## src/cpfc_pkg.sv

```systemverilog
package cpfc_pkg;

   localparam int ByteWidth = 8;
   localparam int WordWidth = 32;
   localparam int FormatWidth = 4;

   typedef logic [ByteWidth-1:0] byte_type;
   typedef logic [FormatWidth-1:0] format_type;

   // pixel format codes
   localparam format_type FMT_R8     = 4'd0;
   localparam format_type FMT_R16    = 4'd1;
   localparam format_type FMT_XRGB   = 4'd2;
   localparam format_type FMT_XBGR   = 4'd3;
   localparam format_type FMT_ARGB   = 4'd4;
   localparam format_type FMT_YUV420 = 4'd5;
   localparam format_type FMT_RGB888 = 4'd6;
   localparam format_type FMT_BGR888 = 4'd7;
   localparam format_type FMT_YUYV   = 4'd8;

   localparam byte_type OPAQUE_ALPHA = 8'hff;

   // BT.601 integer coefficients, scaled by 256
   localparam int ProdWidth = 18;
   typedef logic signed [ProdWidth-1:0] prod_type;
   localparam prod_type COEF_RV = 18'sd359;
   localparam prod_type COEF_GU = 18'sd88;
   localparam prod_type COEF_GV = 18'sd183;
   localparam prod_type COEF_BU = 18'sd454;
   localparam prod_type CHROMA_OFFSET = 18'sd128;
   localparam prod_type CHANNEL_MAX = 18'sd255;

   function automatic byte_type clamp_channel(input prod_type x);
      byte_type r;
      if (x < 0) begin
         r = '0;
      end else if (x > CHANNEL_MAX) begin
         r = OPAQUE_ALPHA;
      end else begin
         r = x[ByteWidth-1:0];
      end
      return r;
   endfunction

endpackage

```

## src/camera_pixel_format_converter.sv

```systemverilog
// Converts camera pixel words to RGBA, one word per clock: a word is taken
// into an input register and its pixel is then written to the result
// register once that is free, so with the result side ready the block
// sustains one word per cycle. YUYV words hold the input register until
// both of their pixels are written; words in an unknown format are
// dropped without a result. The format register is written through
// csr_write_enable/csr_write_data and must only change while idle.
module camera_pixel_format_converter import cpfc_pkg::*; (
   input  logic                 clock,
   input  logic                 reset,
   input  logic                 csr_write_enable,
   input  format_type           csr_write_data,
   input  logic                 req_valid,
   output logic                 req_ready,
   input  logic [WordWidth-1:0] req_source_word,
   output logic                 rsp_valid,
   input  logic                 rsp_ready,
   output byte_type             rsp_red,
   output byte_type             rsp_green,
   output byte_type             rsp_blue,
   output byte_type             rsp_alpha,
   output logic                 rsp_last_pixel
);

   format_type fmt_ff, fmt_in;
   logic a_valid_ff, a_valid_in;
   logic a_second_ff, a_second_in;
   logic [WordWidth-1:0] a_word_ff, a_word_in;
   logic o_valid_ff, o_valid_in;
   byte_type o_red_ff, o_red_in;
   byte_type o_green_ff, o_green_in;
   byte_type o_blue_ff, o_blue_in;
   byte_type o_alpha_ff, o_alpha_in;
   logic o_last_ff, o_last_in;

   byte_type b0, b1, b2, b3;
   byte_type yuv_y, yuv_v;
   byte_type yuv_red, yuv_green, yuv_blue;
   logic is_yuyv, is_known, out_free, emit, a_done, accept;

   assign b0 = a_word_ff[7:0];
   assign b1 = a_word_ff[15:8];
   assign b2 = a_word_ff[23:16];
   assign b3 = a_word_ff[31:24];

   assign is_yuyv  = (fmt_ff == FMT_YUYV);
   assign is_known = (fmt_ff <= FMT_YUYV);
   assign out_free = !o_valid_ff || rsp_ready;
   assign emit     = a_valid_ff && is_known && out_free;
   // unknown formats retire the word without a transfer on the result side
   assign a_done   = a_valid_ff && (!is_known || (out_free && (!is_yuyv || a_second_ff)));
   assign req_ready = !a_valid_ff || a_done;
   assign accept    = req_valid && req_ready;

   assign yuv_y = (is_yuyv && a_second_ff) ? b2 : b0;
   assign yuv_v = is_yuyv ? b3 : b2;

   cpfc_yuv u_yuv (
      .luma     (yuv_y),
      .chroma_u (b1),
      .chroma_v (yuv_v),
      .red      (yuv_red),
      .green    (yuv_green),
      .blue     (yuv_blue)
   );

   always_comb begin
      o_alpha_in = OPAQUE_ALPHA;
      o_last_in  = 1'b1;
      unique case (fmt_ff) inside
         FMT_R8: begin
            o_red_in = b0; o_green_in = b0; o_blue_in = b0;
         end
         FMT_R16: begin
            o_red_in = b1; o_green_in = b1; o_blue_in = b1;
         end
         FMT_XRGB, FMT_BGR888: begin
            o_red_in = b2; o_green_in = b1; o_blue_in = b0;
         end
         FMT_ARGB: begin
            o_red_in = b2; o_green_in = b1; o_blue_in = b0;
            o_alpha_in = b3;
         end
         FMT_XBGR, FMT_RGB888: begin
            o_red_in = b0; o_green_in = b1; o_blue_in = b2;
         end
         FMT_YUV420: begin
            o_red_in = yuv_red; o_green_in = yuv_green; o_blue_in = yuv_blue;
         end
         FMT_YUYV: begin
            o_red_in = yuv_red; o_green_in = yuv_green; o_blue_in = yuv_blue;
            o_last_in = a_second_ff;
         end
         default: begin
            o_red_in = '0; o_green_in = '0; o_blue_in = '0;
         end
      endcase
   end

   always_comb begin
      fmt_in = csr_write_enable ? csr_write_data : fmt_ff;
      a_word_in = accept ? req_source_word : a_word_ff;
      if (accept) begin
         a_valid_in = 1'b1;
      end else if (a_done) begin
         a_valid_in = 1'b0;
      end else begin
         a_valid_in = a_valid_ff;
      end
      if (accept) begin
         a_second_in = 1'b0;
      end else if (emit && is_yuyv) begin
         a_second_in = 1'b1;
      end else begin
         a_second_in = a_second_ff;
      end
      if (emit) begin
         o_valid_in = 1'b1;
      end else if (rsp_ready) begin
         o_valid_in = 1'b0;
      end else begin
         o_valid_in = o_valid_ff;
      end
   end

   always_ff @(posedge clock) begin
      if (reset) begin
         fmt_ff      <= FMT_R8;
         a_valid_ff  <= 1'b0;
         a_second_ff <= 1'b0;
         o_valid_ff  <= 1'b0;
      end else begin
         fmt_ff      <= fmt_in;
         a_valid_ff  <= a_valid_in;
         a_second_ff <= a_second_in;
         o_valid_ff  <= o_valid_in;
      end
   end

   always_ff @(posedge clock) begin
      a_word_ff <= a_word_in;
      if (emit) begin
         o_red_ff   <= o_red_in;
         o_green_ff <= o_green_in;
         o_blue_ff  <= o_blue_in;
         o_alpha_ff <= o_alpha_in;
         o_last_ff  <= o_last_in;
      end
   end

   assign rsp_valid      = o_valid_ff;
   assign rsp_red        = o_red_ff;
   assign rsp_green      = o_green_ff;
   assign rsp_blue       = o_blue_ff;
   assign rsp_alpha      = o_alpha_ff;
   assign rsp_last_pixel = o_last_ff;

endmodule

```

## src/cpfc_yuv.sv

```systemverilog
module cpfc_yuv import cpfc_pkg::*; (
   input  byte_type luma,
   input  byte_type chroma_u,
   input  byte_type chroma_v,
   output byte_type red,
   output byte_type green,
   output byte_type blue
);

   prod_type y_s;
   prod_type u_s;
   prod_type v_s;
   prod_type r_prod;
   prod_type g_prod;
   prod_type b_prod;
   prod_type r_sum;
   prod_type g_sum;
   prod_type b_sum;

   always_comb begin
      y_s = $signed(ProdWidth'(luma));
      u_s = $signed(ProdWidth'(chroma_u)) - CHROMA_OFFSET;
      v_s = $signed(ProdWidth'(chroma_v)) - CHROMA_OFFSET;
      r_prod = ProdWidth'(v_s * COEF_RV);
      g_prod = ProdWidth'(u_s * COEF_GU) + ProdWidth'(v_s * COEF_GV);
      b_prod = ProdWidth'(u_s * COEF_BU);
      // arithmetic shift floors towards minus infinity
      r_sum = y_s + (r_prod >>> 8);
      g_sum = y_s - (g_prod >>> 8);
      b_sum = y_s + (b_prod >>> 8);
   end

   assign red   = clamp_channel(r_sum);
   assign green = clamp_channel(g_sum);
   assign blue  = clamp_channel(b_sum);

endmodule
```

## config.mk

```make
export PLATFORM = sky130hd
export DESIGN_NAME = camera_pixel_format_converter
export DESIGN_NICKNAME = d
export VERILOG_FILES = /design/src/cpfc_pkg.sv /design/src/camera_pixel_format_converter.sv /design/src/cpfc_yuv.sv
export SDC_FILE = /design/constraint.sdc
export NUM_CORES = 1
export LEC_CHECK = 0
export ABC_AREA = 0
export BUFFER_PORTS_ARGS = -buffer_cell sky130_fd_sc_hd__clkbuf_2
export CORE_MARGIN = 2
export CORE_UTILIZATION = 63
export CTS_CLUSTER_DIAMETER = 200
export DETAILED_ROUTE_END_ITERATION = 16
export PLACE_DENSITY = 0.83
export SETUP_SLACK_MARGIN = 0.2
export SLEW_MARGIN = 30
export SYNTH_ARGS = -nofsm -noshare
export SYNTH_HDL_FRONTEND = slang
export SYNTH_SLANG_ARGS = --single-unit
```

## constraint.sdc

```tcl
create_clock -name clock -period 9.25 [get_ports clock]
set_clock_uncertainty 0.05 [all_clocks]
set_input_delay 0.4625 -clock clock [delete_from_list [all_inputs] [get_ports clock]]
set_output_delay 0.4625 -clock clock [all_outputs]
set_load 0.03 [all_outputs]
```

==> reports/results.txt <==
Outcome -> finished, final reports clean
Top-count cell post-synth -> inv_1
Post-Syn Area -> 9630 µm²
Starting DRT DRC Count -> 934
Vias post-DR -> 7451
Global-route wire length before repair -> 37000 µm
Distinct cells, synth -> 84
Synth async-reset ratio -> 0
Post-synth top area share -> 0.208
Pin count of the biggest net entering global routing -> 34
Sequential share of the synthesized area -> 0.217
Top area cells in the synthesized netlist -> ha_1 21%, edfxtp_1 20%, fa_1 15%
GRT overflow -> 0
Required @ worst endpoint -> 9.29 ns
Max Cap Viol -> 0
Crit-path max FO -> 20
HPWL Detailed -> 18800 µm
Vias/cell -> 6.00
TritonCTS clock tree -> done
Period utilization -> 0.922
Critical Path Source Type -> flip-flop
H-tree Lvls -> 3
Post-DP Area -> 10200 µm²
Fin crit period -> 8.53 ns
Area leader, netlist -> ha_1
Initial Util -> 0.638
Die X -> 128 µm
Post-CTS Hold Buffers -> 0
Arr. time, crit path -> 8.57 ns
Clk Latency, worst-skew pair -> 0.35 ns
Clk buf depth -> 2
Initial antenna violation count -> 0
WS Path Type -> flip-flop to flip-flop
Synth cell count leaders -> 168 x inv_1, 160 x ha_1, 81 x nor2_1
Critical Path Max Stage Delay -> 0.58 ns
Drt drc -> 0
Finished Core Util -> 0.693
Hold path cells -> 1
Fmax -> 117 MHz
Mean Syn Cell Area -> 9.88 µm²
Layout Cells excl Fill -> 1242
RSZ-0062 raised after global routing -> no
Port buffer count -> 75
WL final -> 23100 µm
Core Region -> 15100 µm²
Root Buffer -> clkbuf_16
Routability Congestion -> 0.983
Finished Cell Area -> 10500 µm²
I/O Pins -> 76
Clock sink total -> 72
DIE AREA -> 16300 µm²
Reg2Reg Depth -> 29
Ys Warns -> 0
Synth Instances -> 975
# diodes -> 0
Ys flop type -> edfxtp_1
CP Capture Type -> flip-flop
Vias in the first global route -> 7231
Post-synth EDFFs -> 65
Setup Viol. Count Final -> 0
Rows -> 45
Hold Crit Class -> input pin to flip-flop
Yosys reg bits -> 72
Count of final hold-check violations -> 0
Least-Margin Pin Slew -> 0.857 ns
Setup_tns -> 0 ns
Die H -> 128 µm
Placed cell count -> 1226
WL per Instance -> 18.6 µm
Drt pass-1 iters -> 8
Rel. slew slack -> 0.428
Clock transition at path regs -> 0.07 ns
CP max-delay cell -> dfxtp_1
Syn-to-layout area delta -> 8.67%
Setup Buffers After CTS -> 0
Ratio of cells with drive above 1 in the final layout -> 0.150
TritonCTS buffer count -> 9
Nets -> 1321
Gr usage total -> 0.293
Final slew viol count -> 0
Mapped Nets -> 1247
DRT antenna net count -> 0
-- sequential cells by signal (all words and copies together) (netlist names) --
name / flops
fmt_ff: 4
a_second_ff: 1
rsp_green: 8
rsp_blue: 8
rsp_last_pixel: 1
rsp_alpha: 8
a_word_ff: 32
a_valid_ff: 1
rsp_red: 8
rsp_valid: 1
-- metal layers --
layer / vias to the layer above / GRT usage / part of all wire
li1: 3522 / - / -
met1: 3518 / 0.413 / 0.43
met2: 359 / 0.463 / 0.45
met3: 52 / 0.0469 / 0.087
met4: 0 / 0.100 / 0.031
met5: - / 0 / 0
-- cell families (layout without fill, tap and decap cells) --
family                     count (synthesis)  in the layout  synth area share
AOI/OAI and AO/OA                        187            187             0.146
xor gates and xnor gates                  59             59            0.0537
adders and majority gates                231            231             0.356
buffers and inverters                    188            267            0.0804
DFF                                       72             72             0.217
muxes                                     32             32            0.0353
and+or+nand+nor                          206            206             0.112
-- metrics by stage --
step / setup slack [ns] / hold slack [ns]
after global placement: 1.11 / 0.416
after floorplan: 1.29 / 0.399
final: 0.719 / 0.233
after detailed placement: 0.668 / 0.434
after global routing: 0.247 / 0.229
after CTS: 0.653 / 0.228
-- worst paths after layout --
path	from	endpoint	slack [ns]
max	fmt_ff[2]	rsp_green[4]	0.72
min	req_source_word[13]	a_word_ff[13]	0.23
max reg2reg	fmt_ff[2]	rsp_green[4]	0.72
min reg2reg	a_valid_ff	rsp_valid	0.45
-- area by class of cell --
| class | instances | area [µm²] |
|---|---|---|
| Timing Repair Buffer | 82 | 428 |
| Inverter | 169 | 634 |
| Multi-Input combinational cell | 715 | 6790 |
| Sequential cell | 72 | 2090 |
| Clock inverter | 7 | 61.3 |
| Clock buffer | 9 | 225 |
| Tap cell | 188 | 235 |
| Fill cell | 1143 | 4630 |
-- worst max-delay path: cells and delay by family (launching register included) --
family,cells,cell delay (ns)
AO/OA/AOI/OAI,10,1.87
XOR/XNOR,1,0.25
adder cells (fa/ha/maj),7,2.99
buffers and inverters,6,0.66
flip-flops,1,0.58
multiplexers,1,0.45
AND/OR/NAND/NOR,4,1.43
-- cell usage in the layout (no fill, tap or decap), types with 13 or more instances in the layout --
cell type    n
ha_1       160
a222oi_1    16
inv_1      168
a21oi_1     42
clkbuf_2    75
xnor2_1     36
nand2b_1    16
nor3_1      13
nor2_1      81
o21ai_1     17
mux2i_1     16
xor2_1      23
o21ai_0     23
edfxtp_1    65
nand2_1     38
mux2_2      16
fa_1        71
a21o_1      21
-- what timing repair did --
item,4_1_cts,5_1_grt
endpoints found under the setup margin,0,8
hold endpoints to repair,0,0
resized for setup,0,1
Power is not shown: default switching activity piles up to over one toggle a cycle in this logic, so the estimate is an artifact.
